$ cat src/hdl/ucbs_pkg.sv
// shared types and constants for the uniform cubic b-spline evaluator
// no dependencies; used by every module under hdl
package ucbs_pkg;

    localparam int T_BITS     = 14;
    localparam int QUO_W      = 20;   // segment (6 bits) and fraction (14 bits)
    localparam int DIV_STAGES = 20;   // one quotient bit per stage
    localparam int PROD_W     = 22;   // position times segment count
    localparam int PROD_LOW   = 6;    // product bits shifted in by the divider

    localparam logic [14:0] T_ONE      = 15'd16384;
    localparam logic [18:0] RECIP3     = 19'd349526;  // ceil(2^20 / 3)
    localparam logic [17:0] ROUND_BIAS = 18'd98304;   // 3 * 32768
    localparam logic signed [63:0] HALF_DEN = 64'sd13194139533312; // 3 * 2^42

    typedef enum logic {
        OP_LOAD = 1'b0,
        OP_EVAL = 1'b1
    } opcode_t;

    typedef enum logic {
        CFG_SEGMENT_COUNT = 1'b0,
        CFG_RANGE_MAX     = 1'b1
    } cfg_index_t;

    typedef struct packed {
        logic                is_eval;
        logic                flag;
        logic [5:0]          seg_clamp;
        logic [PROD_W-1:0]   prod;
        logic [5:0]          index;
        logic [15:0]         value;
    } item_t;

    typedef struct packed {
        logic                valid;
        item_t               item;
        logic [15:0]         rem;
        logic [QUO_W-1:0]    quo;
    } div_stage_t;

endpackage

$ cat src/hdl/ucbs_divider.sv
// pipelined restoring divider: position*segments*2^14 / range_max, one bit a stage
// depends on ucbs_pkg
module ucbs_divider (
    input  logic                   aclk,
    input  logic                   aresetn,
    input  logic                   adv,
    input  logic                   in_valid,
    input  ucbs_pkg::item_t        in_item,
    input  logic [15:0]            range_max,
    output ucbs_pkg::div_stage_t   out_stage
);

    ucbs_pkg::div_stage_t stg_in   [ucbs_pkg::DIV_STAGES];
    ucbs_pkg::div_stage_t stg_next [ucbs_pkg::DIV_STAGES];
    ucbs_pkg::div_stage_t stg_reg  [ucbs_pkg::DIV_STAGES];

    genvar i;
    generate
        for (i = 0; i < ucbs_pkg::DIV_STAGES; i++) begin : g_stage
            logic        bit_in;
            logic [16:0] trial;

            if (i == 0) begin : g_first
                // the top product bits are already below range_max
                always_comb begin
                    stg_in[i].valid = in_valid;
                    stg_in[i].item  = in_item;
                    stg_in[i].rem   = in_item.prod[ucbs_pkg::PROD_W-1:ucbs_pkg::PROD_LOW];
                    stg_in[i].quo   = '0;
                end
            end else begin : g_rest
                assign stg_in[i] = stg_reg[i-1];
            end

            if (i < ucbs_pkg::PROD_LOW) begin : g_bit
                assign bit_in = stg_in[i].item.prod[ucbs_pkg::PROD_LOW-1-i];
            end else begin : g_zero
                assign bit_in = 1'b0;
            end

            always_comb begin
                trial        = {stg_in[i].rem, bit_in};
                stg_next[i]  = stg_in[i];
                if (trial >= {1'b0, range_max}) begin
                    stg_next[i].rem = 16'(trial - {1'b0, range_max});
                    stg_next[i].quo = {stg_in[i].quo[ucbs_pkg::QUO_W-2:0], 1'b1};
                end else begin
                    stg_next[i].rem = trial[15:0];
                    stg_next[i].quo = {stg_in[i].quo[ucbs_pkg::QUO_W-2:0], 1'b0};
                end
            end

            always_ff @(posedge aclk) begin
                if (!aresetn) begin
                    stg_reg[i].valid <= 1'b0;
                end else if (adv) begin
                    stg_reg[i] <= stg_next[i];
                end
            end
        end
    endgenerate

    assign out_stage = stg_reg[ucbs_pkg::DIV_STAGES-1];

endmodule

$ cat config.mk
export PLATFORM = sky130hd
export DESIGN_NAME = ucbs_divider
export DESIGN_NICKNAME = d
export VERILOG_FILES = /design/src/hdl/ucbs_pkg.sv /design/src/hdl/ucbs_divider.sv
export SDC_FILE = /design/constraint.sdc
export NUM_CORES = 2
export LEC_CHECK = 0
export BUFFER_PORTS_ARGS = -buffer_cell sky130_fd_sc_hd__buf_2
export CORE_MARGIN = 5
export CORE_UTILIZATION = 50
export CTS_BUF_LIST = sky130_fd_sc_hd__clkbuf_4 sky130_fd_sc_hd__clkbuf_8
export DETAILED_ROUTE_END_ITERATION = 10
export PLACE_DENSITY = 0.76
export SYNTH_ARGS = -nofsm -noshare
export SYNTH_HDL_FRONTEND = slang
export SYNTH_SLANG_ARGS = --single-unit
$ cat constraint.sdc
create_clock -name aclk -period 157.8 [get_ports aclk]
set_input_delay 39.45 -clock aclk [delete_from_list [all_inputs] [get_ports aclk]]
set_output_delay 39.45 -clock aclk [all_outputs]
set_load 0.05 [all_outputs]
==> results.toml <==
[outcome]
status = "finished clean"

[power]
swShare_pct = 25.2
p_per_area_nw_per_um2 = 13.5
p_switching_uw = 250
p_leak_uw = 0.0264
power_frac_seq_pct = 51.2
power.internal_uw = 743
ir_drop_mv = 0.00873
p_clk_share_pct = 34.5
comb_power_share_pct = 14.3

[placement]
portBuffers = 160
dp_hpwl_mm = 68.3
gp_congestion = 0.860
dp_slack_ns = 113.31

[critical_path]
end_kind = "flop"
path_class = "input pin to flop"
worstPathArrival_ns = 44.01
critical_path.max_stage_delay_ns = 0.98
critPathMaxFanout = 163
start_kind = "input pin"
cpMaxStageDelayCell = "buf_4"
crit_path_cell_trace = "buf_2 -> and2_4 -> buf_12 -> buf_12 -> buf_4 -> buf_4"
cp.required_ns = 158.36

[timing]
fin_worst_skew_ns = 0.0706
tightest_slew_ns = 1.19
drv_slew = 0
period_share_pct = 27.5
hold_viol = 0
finalSetupTns_ns = 0
finalSetupViolCount = 0
setup_slack_ns = 114.35
relSlewSlack_pct = 20.7
period_needed_ns = 43.45
fmax_ghz = 0.0230
rsz0062_at_grt = "false"

[routing]
first_pass_iters = 5
drt-total-wl_mm = 111
num_vias = 33800
antenna_left = 0
drtIter0Drc = 2538
routedWlPerCell_um = 17.5
drc_errors = 0
viasPerCell = 5.31

[clocking]
cts_resized = 0
cts_tree = "yes"
clockBufferDepth = 3
post_cts_buffers = 0
cts_sinks = 1590
numCtsBuffers = 241
root_buffer = "clkbuf_8"
htreeDepth = 4
cts_hold_buf = 0
clk_latency_ns = 0.99
clk_pin_slew_worst_paths_ns = 0.06

[logic_synthesis]
synth_common_cells = "edfxtp_1, ha_1, nor2_1, a21oi_1, nand2_1"
synth.cell_area_um2 = 65300
postSynthCellCount = 4020
synth_area_leaders = "edfxtp_1, ha_1, mux2_2"
yosysTopAreaCell = "edfxtp_1"
synthDistinctLibCells = 75
syn_area_per_cell_um2 = 16.2
synth-edff-count = 1589
ys_seq_area_share_pct = 73.1
yosys_most_used_dff = "edfxtp_1"
yosysTopAreaCellShare_pct = 73.0
yosys_register_bits = 1590
async_reset_ff_share_pct = 0
ys_warn_count = 0
synth_nets = 4432
yosys.cell_count.top_type = "edfxtp_1"

[cells_and_area]
area.growth.synth_to_final_pct = 12.7
layout-drive-gt1-share_pct = 16.8
layout.nets = 4831
largest_reg_flops = 1590

[die]
initial_core_util_pct = 50.4
fp.dieArea_um2 = 138000
row_count = 132
die_w_um = 371
die_h_um = 371
core_region_area_um2 = 130000
io_pins = 161

[global_routing]
grt_max_degree = 164
grt_pass1_vias = 33400
overflow = 0
grtUsageTotal_pct = 16.1
grt_pass1_wl_mm = 176
antenna_found_initial = 5

[run]
drv_cap = 0

[hold_path]
worst_hold_path_type = "flop to flop"
## final timing paths
check            startpoint  slack (ns)        endpoint  cells after the start
min reg2reg  stg_reg[7][50]        0.38  stg_reg[8][50]                      0
max                     adv      114.35  stg_reg[1][45]                      6
min          stg_reg[7][50]        0.38  stg_reg[8][50]                      0
max reg2reg  stg_reg[4][20]      153.74  stg_reg[5][23]                      9
## power groups by stage
stage               registers [uW]  clock network (uW)  logic [uW]
floorplan                      546                   0         108
global placement               517                   0         136
detailed placement             517                   0         141
CTS                            509                 355         142
global route                   510                 376         158
finish                         509                 343         142
## metrics by stage
stage | util (%) | hold WS (ns) | std cells | instance area (um2) | total power (uW)
floorplan | - | 0.400 | 4020 | 65300 | 654
global placement | 52.8 | 0.400 | 5918 | 68500 | 653
detailed placement | 52.8 | 0.405 | 5918 | 68500 | 658
CTS | 56.8 | 0.371 | 6364 | 73600 | 1010
global route | 56.8 | 0.370 | 6368 | 73600 | 1040
finish | 56.8 | 0.378 | 6368 | 73600 | 993
## critical path: cells and delay by family
kind          cells  cell delay, ns
simple gates      1            0.78
buf+inv           5            3.45
## cell type report
type / count / area (um2)
fill: 9720 / 56100
sequential: 1590 / 47700
multi-input combinational: 2278 / 17000
clock buffer: 319 / 3930
tap: 1742 / 2180
timing repair buffer: 204 / 1170
clock inverter: 127 / 1150
inverter: 104 / 390
antenna: 4 / 10.0
## cells by family after synthesis
logic type | count (synthesis) | share of synthesized area, %
fa+ha+maj | 340 | 6.74
mux | 173 | 2.97
simple gates | 776 | 5.78
buf+inv | 152 | 0.896
compound gates | 763 | 7.49
xor+xnor | 226 | 3.03
flops | 1590 | 73.1
## placed cells by master (no fill, tap or decap), drive strengths merged, types with 59 or more instances in the layout
cell       n
a21o      74
a21oi    201
buf      204
clkbuf   319
clkinv   112
edfxtp  1589
ha       320
inv      105
mux2     151
nand2    192
nor2     211
nor2b     59
o21ai    194
xnor2    150
xor2      76
## layer usage
layer / global-route usage (%) / vias up / routed length (um)
met4: 5.76 / 2 / 3030
met5: 0 / - / 7
met3: 3.83 / 230 / 5690
met1: 20.6 / 16300 / 47800
li1: - / 16500 / -
met2: 26.9 / 772 / 54800
Note: power is estimated with default switching activity, not from simulation.
