--- config.mk ---
export PLATFORM = sky130hd
export DESIGN_NAME = ucbs_front
export DESIGN_NICKNAME = d
export VERILOG_FILES = /design/src/hdl/ucbs_pkg.sv /design/src/hdl/ucbs_front.sv
export SDC_FILE = /design/constraint.sdc
export NUM_CORES = 1
export LEC_CHECK = 0
export BUFFER_PORTS_ARGS = -buffer_cell sky130_fd_sc_hd__buf_2
export CORE_UTILIZATION = 40
export CTS_CLUSTER_DIAMETER = 150
export DETAILED_ROUTE_END_ITERATION = 10
export PLACE_DENSITY = 0.7
export SETUP_SLACK_MARGIN = 0.02
export SLEW_MARGIN = 20
export SYNTH_ARGS = -nofsm -noshare
export SYNTH_HDL_FRONTEND = slang
export SYNTH_SLANG_ARGS = --single-unit
--- constraint.sdc ---
create_clock -name aclk -period 4.7 [get_ports aclk]
set_clock_uncertainty 0.2 [all_clocks]
set_input_delay 0.705 -clock aclk [delete_from_list [all_inputs] [get_ports aclk]]
set_output_delay 0.705 -clock aclk [all_outputs]
set_load 0.005 [all_outputs]
--- src/hdl/ucbs_pkg.sv ---
// shared types and constants for the uniform cubic b-spline evaluator
// no dependencies; used by every module under hdl
package ucbs_pkg;

    localparam int T_BITS     = 14;
    localparam int QUO_W      = 20;   // segment (6 bits) and fraction (14 bits)
    localparam int DIV_STAGES = 20;   // one quotient bit per stage
    localparam int PROD_W     = 22;   // position times segment count
    localparam int PROD_LOW   = 6;    // product bits shifted in by the divider

    localparam logic [14:0] T_ONE      = 15'd16384;
    localparam logic [18:0] RECIP3     = 19'd349526;  // ceil(2^20 / 3)
    localparam logic [17:0] ROUND_BIAS = 18'd98304;   // 3 * 32768
    localparam logic signed [63:0] HALF_DEN = 64'sd13194139533312; // 3 * 2^42

    typedef enum logic {
        OP_LOAD = 1'b0,
        OP_EVAL = 1'b1
    } opcode_t;

    typedef enum logic {
        CFG_SEGMENT_COUNT = 1'b0,
        CFG_RANGE_MAX     = 1'b1
    } cfg_index_t;

    typedef struct packed {
        logic                is_eval;
        logic                flag;
        logic [5:0]          seg_clamp;
        logic [PROD_W-1:0]   prod;
        logic [5:0]          index;
        logic [15:0]         value;
    } item_t;

    typedef struct packed {
        logic                valid;
        item_t               item;
        logic [15:0]         rem;
        logic [QUO_W-1:0]    quo;
    } div_stage_t;

endpackage

--- src/hdl/ucbs_front.sv ---
// front end: accepts items, classifies them and queues them for the back end
// depends on ucbs_pkg
module ucbs_front (
    input  logic                 aclk,
    input  logic                 aresetn,
    input  logic                 s_tvalid,
    output logic                 s_tready,
    input  logic [39:0]          s_tdata,   // point_index, point_value, position, zero pad
    input  logic [0:0]           s_tuser,   // opcode
    input  logic [5:0]           sc_eff,
    input  logic [15:0]          range_max,
    input  logic                 pop,
    output logic                 item_valid,
    output ucbs_pkg::item_t      item
);

    ucbs_pkg::item_t  fifo_mem [4];
    ucbs_pkg::item_t  cls;
    logic [1:0]       wr_ptr_reg, wr_ptr_next;
    logic [1:0]       rd_ptr_reg, rd_ptr_next;
    logic [2:0]       count_reg, count_next;
    logic             push, pop_ok;
    logic [15:0]      pos;

    assign pos = s_tdata[37:22];

    always_comb begin
        cls.is_eval   = (s_tuser[0] == ucbs_pkg::OP_EVAL);
        cls.flag      = (range_max == 16'd0) || (pos >= range_max);
        cls.seg_clamp = sc_eff - 6'd1;
        cls.prod      = pos * sc_eff;
        cls.index     = s_tdata[5:0];
        cls.value     = s_tdata[21:6];
    end

    assign s_tready   = (count_reg != 3'd4);
    assign push       = s_tvalid && s_tready;
    assign item_valid = (count_reg != 3'd0);
    assign pop_ok     = pop && item_valid;
    assign item       = fifo_mem[rd_ptr_reg];

    always_comb begin
        wr_ptr_next = push ? wr_ptr_reg + 2'd1 : wr_ptr_reg;
        rd_ptr_next = pop_ok ? rd_ptr_reg + 2'd1 : rd_ptr_reg;
        count_next  = count_reg + {2'b0, push} - {2'b0, pop_ok};
    end

    always_ff @(posedge aclk) begin
        if (push) begin
            fifo_mem[wr_ptr_reg] <= cls;
        end
    end

    always_ff @(posedge aclk) begin
        if (!aresetn) begin
            wr_ptr_reg <= 2'd0;
            rd_ptr_reg <= 2'd0;
            count_reg  <= 3'd0;
        end else begin
            wr_ptr_reg <= wr_ptr_next;
            rd_ptr_reg <= rd_ptr_next;
            count_reg  <= count_next;
        end
    end

endmodule

==> out/results.md <==
## Layout
• 0.2733 — fraction of layout instances using a drive strength above 1
• 0 — count of inserted antenna diode cells
• 1333 — count of placed standard cells in the final layout, fillers left out
• 208 — max reg flops
• 6431 um^2 — Sequential cell area
• 1123 — count of nets after finishing
• 17.56% — layout overhead on the synthesized area
• 4584 um^2 — footprint of the multi-input gates
• 13530 um^2 — final non-filler cell area
• 2450 — filler cell count in the final layout
• 0.4832 — core utilization of the finished layout

## Worst setup path
• flop — kind of end point of the critical path
• 10 — number of cells traversed by the worst register-to-register path
• adder cells — kind of cell adding the most delay to the critical path
• input pin to flop — Worst Path Class, Setup
• count_reg[1] — worst r2r src
• 8 — critical-path maximum fanout
• fa_1 — standard cell with the maximum stage delay on the critical path
• 2.16 ns — worst reg2reg setup slack
• 4.67 ns — required time of the critical path
• 4 — number of buffer and inverter instances along the worst setup path
• fa_1 — Worst path most repeated cell
• 4.32 ns — Crit path arrival time
• 0.54 ns — delay of the slowest cell on the worst path
• count_reg[2] — end of the worst register-to-register path
• buf_2 -> buf_12 -> and2_1 -> fa_1 -> fa_1 -> inv_1 -> fa_1 -> inv_1 -> ha_1 -> o211ai_1 -> nor2_1 -> o211ai_1 -> a31oi_2 -> mux2i_1 -> o2111ai_1 — CP cell instances
• input pin — startpoint type of the worst setup path

## Logic synthesis
• 217 — count of state elements after synthesis
• 0 — yosys synthesis warning count
• 11510 um^2 — mapped cell area
• edfxtp_1 — ys flop type
• 770 — synthesized instance count
• 0 — share of synthesized flip-flops with an asynchronous set or reset
• 948 — Mapped Nets
• 45 — Netlist cell types
• 208 — count of flip-flops with a built-in enable after synthesis
• 0.5582 — share of the yosys chip area belonging to registers
• 14.95 um^2 — Avg Synthesized Cell Area

## Power
• 0.2711 mV — Peak supply drop
• 5.332 nW — leakage power
• 6.772 mW — overall power of the completed layout
• 500.4 nW/um^2 — total power density per cell area

## Floorplanning
• 61 — number of standard-cell rows in the floorplan
• 28010 um^2 — standard cell core area
• 29460 um^2 — die outline area
• 121 — number of placed I/O pins
• 0.4110 — effective utilization at floorplan
• 171.7 um — die extent in x
• 171.7 um — die height

## Clock network
• 217 — TritonCTS Sinks
• 0.06 ns — clock-pin transition on the worst setup and hold timing paths
• 3 — maximum buffer depth of the clock tree
• 20 — TritonCTS Buffers
• clkbuf_16 — CTS root buf
• 0 — Resized cells post-CTS
• 1 — H-tree depth reported by CTS
• yes — CTS tree
• 0.47 ns — Skew-Pair Late Insertion Delay
• 0 — cts-stage hold buffer count
• 0 — Setup Buffers After CTS

## Worst hold path
• fifo_mem[2][12] — worst hold endpoint
• 1 — depth of the worst hold-timing path
• input pin to flop — hold crit path type
• s_tdata[18] — hold path startpoint

## Run
• 0 — Max Cap Violations

## Timing
• 0.3786 — worst relative slew slack
• 230.0 MHz — fmax
• 0 — final hold violation count
• 0 — number of setup violations in the final report
• 0.9251 — final clock period utilization by the worst path
• 0 — final max-slew violation count
• 0.9321 ns — actual slew at the worst max-slew pin
• 4.348 ns — minimum clock period after layout
• 0 ns — Final TNS setup
• false — unrepaired setup endpoints after global routing

## Run status
• complete, no violations — outcome

## Global routing
• 0.1522 — overall global routing resource usage
• 0 — global route total overflow
• 36 — pin count of the biggest net entering global routing
• 6880 — vias in the first global route
• 0 — number of antenna violations at the first check in global routing
• 35110 um — first-pass GRT wire length

## Routing
• 16.17 um — average detailed-routed wire length per instance
• 6503 — overall via count from detail_route
• 4 — count of TritonRoute iterations in the first routing pass
• 0 — Remaining DRCs
• 21550 um — wire length after detailed routing
• 0 — Detail Route Antenna Nets
• 4.878 — number of vias per cell after detailed routing
• 330 — drt initial violations

## Placement
• 15640 um — Detail Placement HPWL
• 1301 — number of placed cells counting well taps
• 0.7799 — last weighted congestion value of the routability-driven placer
• 12940 um^2 — dpl cell area
• 118 — IO buf count

stage by stage:
stage | hold slack (ns) | worst slack, ns
after floorplan | 0.2764 | 0.04653
after global placement | 0.2943 | -0.1025
after detailed placement | 0.3184 | -0.1642
after CTS | 0.2200 | 0.3489
after global routing | 0.2298 | 0.1311
final | 0.2297 | 0.3519
metal layers:
layer,wire (um),vias up,global-route usage
li1,-,3109,-
met1,9649,3228,0.2003
met2,10590,144,0.2677
met3,1080,22,0.02025
met4,230,0,0.03222
met5,0,-,0
power breakdown:
part	leakage [nW]	internal, mW	switching [mW]
sequential	1.98	2.65	0.145
clock	0.289	0.861	0.626
combinational	3.06	1.21	1.28
how the worst max path moves through the flow:
| stage | from | cells after the start | endpoint |
|---|---|---|---|
| 3_3_place_gp | sc_eff[4] | 15 | fifo_mem[0][41] |
| 2_1_floorplan | sc_eff[2] | 15 | fifo_mem[0][41] |
| 5_1_grt | sc_eff[4] | 17 | fifo_mem[0][43] |
| 4_1_cts | sc_eff[4] | 14 | fifo_mem[1][41] |
| 3_5_place_dp | sc_eff[4] | 15 | fifo_mem[0][41] |
| 6_report | sc_eff[4] | 15 | fifo_mem[1][41] |
cells in the final DEF (no fill, tap or decap), drive strengths merged, types with 4 or more instances in the layout:
| cell | netlist | layout |
|---|---|---|
| nand2b | 4 | 4 |
| xor2 | 5 | 5 |
| inv | 110 | 110 |
| edfxtp | 208 | 208 |
| and3 | 5 | 5 |
| fa | 58 | 58 |
| mux4 | 52 | 52 |
| a21o | 4 | 4 |
| a21oi | 25 | 25 |
| nand2 | 34 | 34 |
| buf | 6 | 176 |
| nor2b | 4 | 4 |
| nor2 | 10 | 10 |
| and2 | 84 | 84 |
| nor4 | 4 | 4 |
| ha | 53 | 53 |
| clkbuf | 17 | 25 |
| o211ai | 5 | 5 |
| clkinv | 0 | 6 |
| o21ai | 12 | 12 |
| a2111oi | 4 | 4 |
| dfxtp | 9 | 9 |
| nor3 | 6 | 6 |
| xnor2 | 18 | 18 |
Yosys cell counts (3+ instances only):
cell type | count | area [um^2]
inv_1 | 110 | 412.9
and2_1 | 84 | 525.5
edfxtp_1 | 208 | 6246
ha_1 | 53 | 663.1
clkbuf_1 | 17 | 63.81
a21o_1 | 4 | 30.03
nor2_1 | 10 | 37.54
nand2_1 | 34 | 127.6
a2111oi_0 | 4 | 35.03
dfxtp_1 | 9 | 180.2
nand2b_1 | 4 | 25.02
fa_1 | 58 | 1161
nand3_1 | 3 | 15.01
nor3_1 | 6 | 30.03
xor2_1 | 5 | 43.79
nor2b_1 | 4 | 25.02
and3_1 | 5 | 31.28
or3_1 | 3 | 18.77
buf_2 | 6 | 30.03
nor4_1 | 4 | 25.02
o21ai_0 | 10 | 50.05
a21oi_1 | 25 | 125.1
o211ai_1 | 5 | 37.54
xnor2_1 | 18 | 157.7
mux4_2 | 52 | 1171
nand4_1 | 3 | 18.77
nand3b_1 | 3 | 22.52
area by class of cell:
class                           instances  area share
Inverter                              110     0.03051
Clock buffer                           25     0.03994
Timing Repair Buffer                  176     0.07673
Tap cell                              378     0.03495
Multi-Input combinational cell        420      0.3387
Clock inverter                          7    0.003975
Sequential cell                       217      0.4752
cell families (layout without fill, tap and decap cells):
group | count (synthesis) | in the layout | share of synthesized area
AO/OA/AOI/OAI | 63 | 63 | 0.03554
XOR/XNOR | 23 | 23 | 0.01750
adder cells (fa/ha/maj) | 111 | 111 | 0.1585
buffers and inverters | 133 | 318 | 0.04402
flip-flops | 217 | 217 | 0.5582
multiplexers | 54 | 54 | 0.1036
AND/OR/NAND/NOR | 169 | 169 | 0.08271
Note: power is estimated with default switching activity, not from simulation.
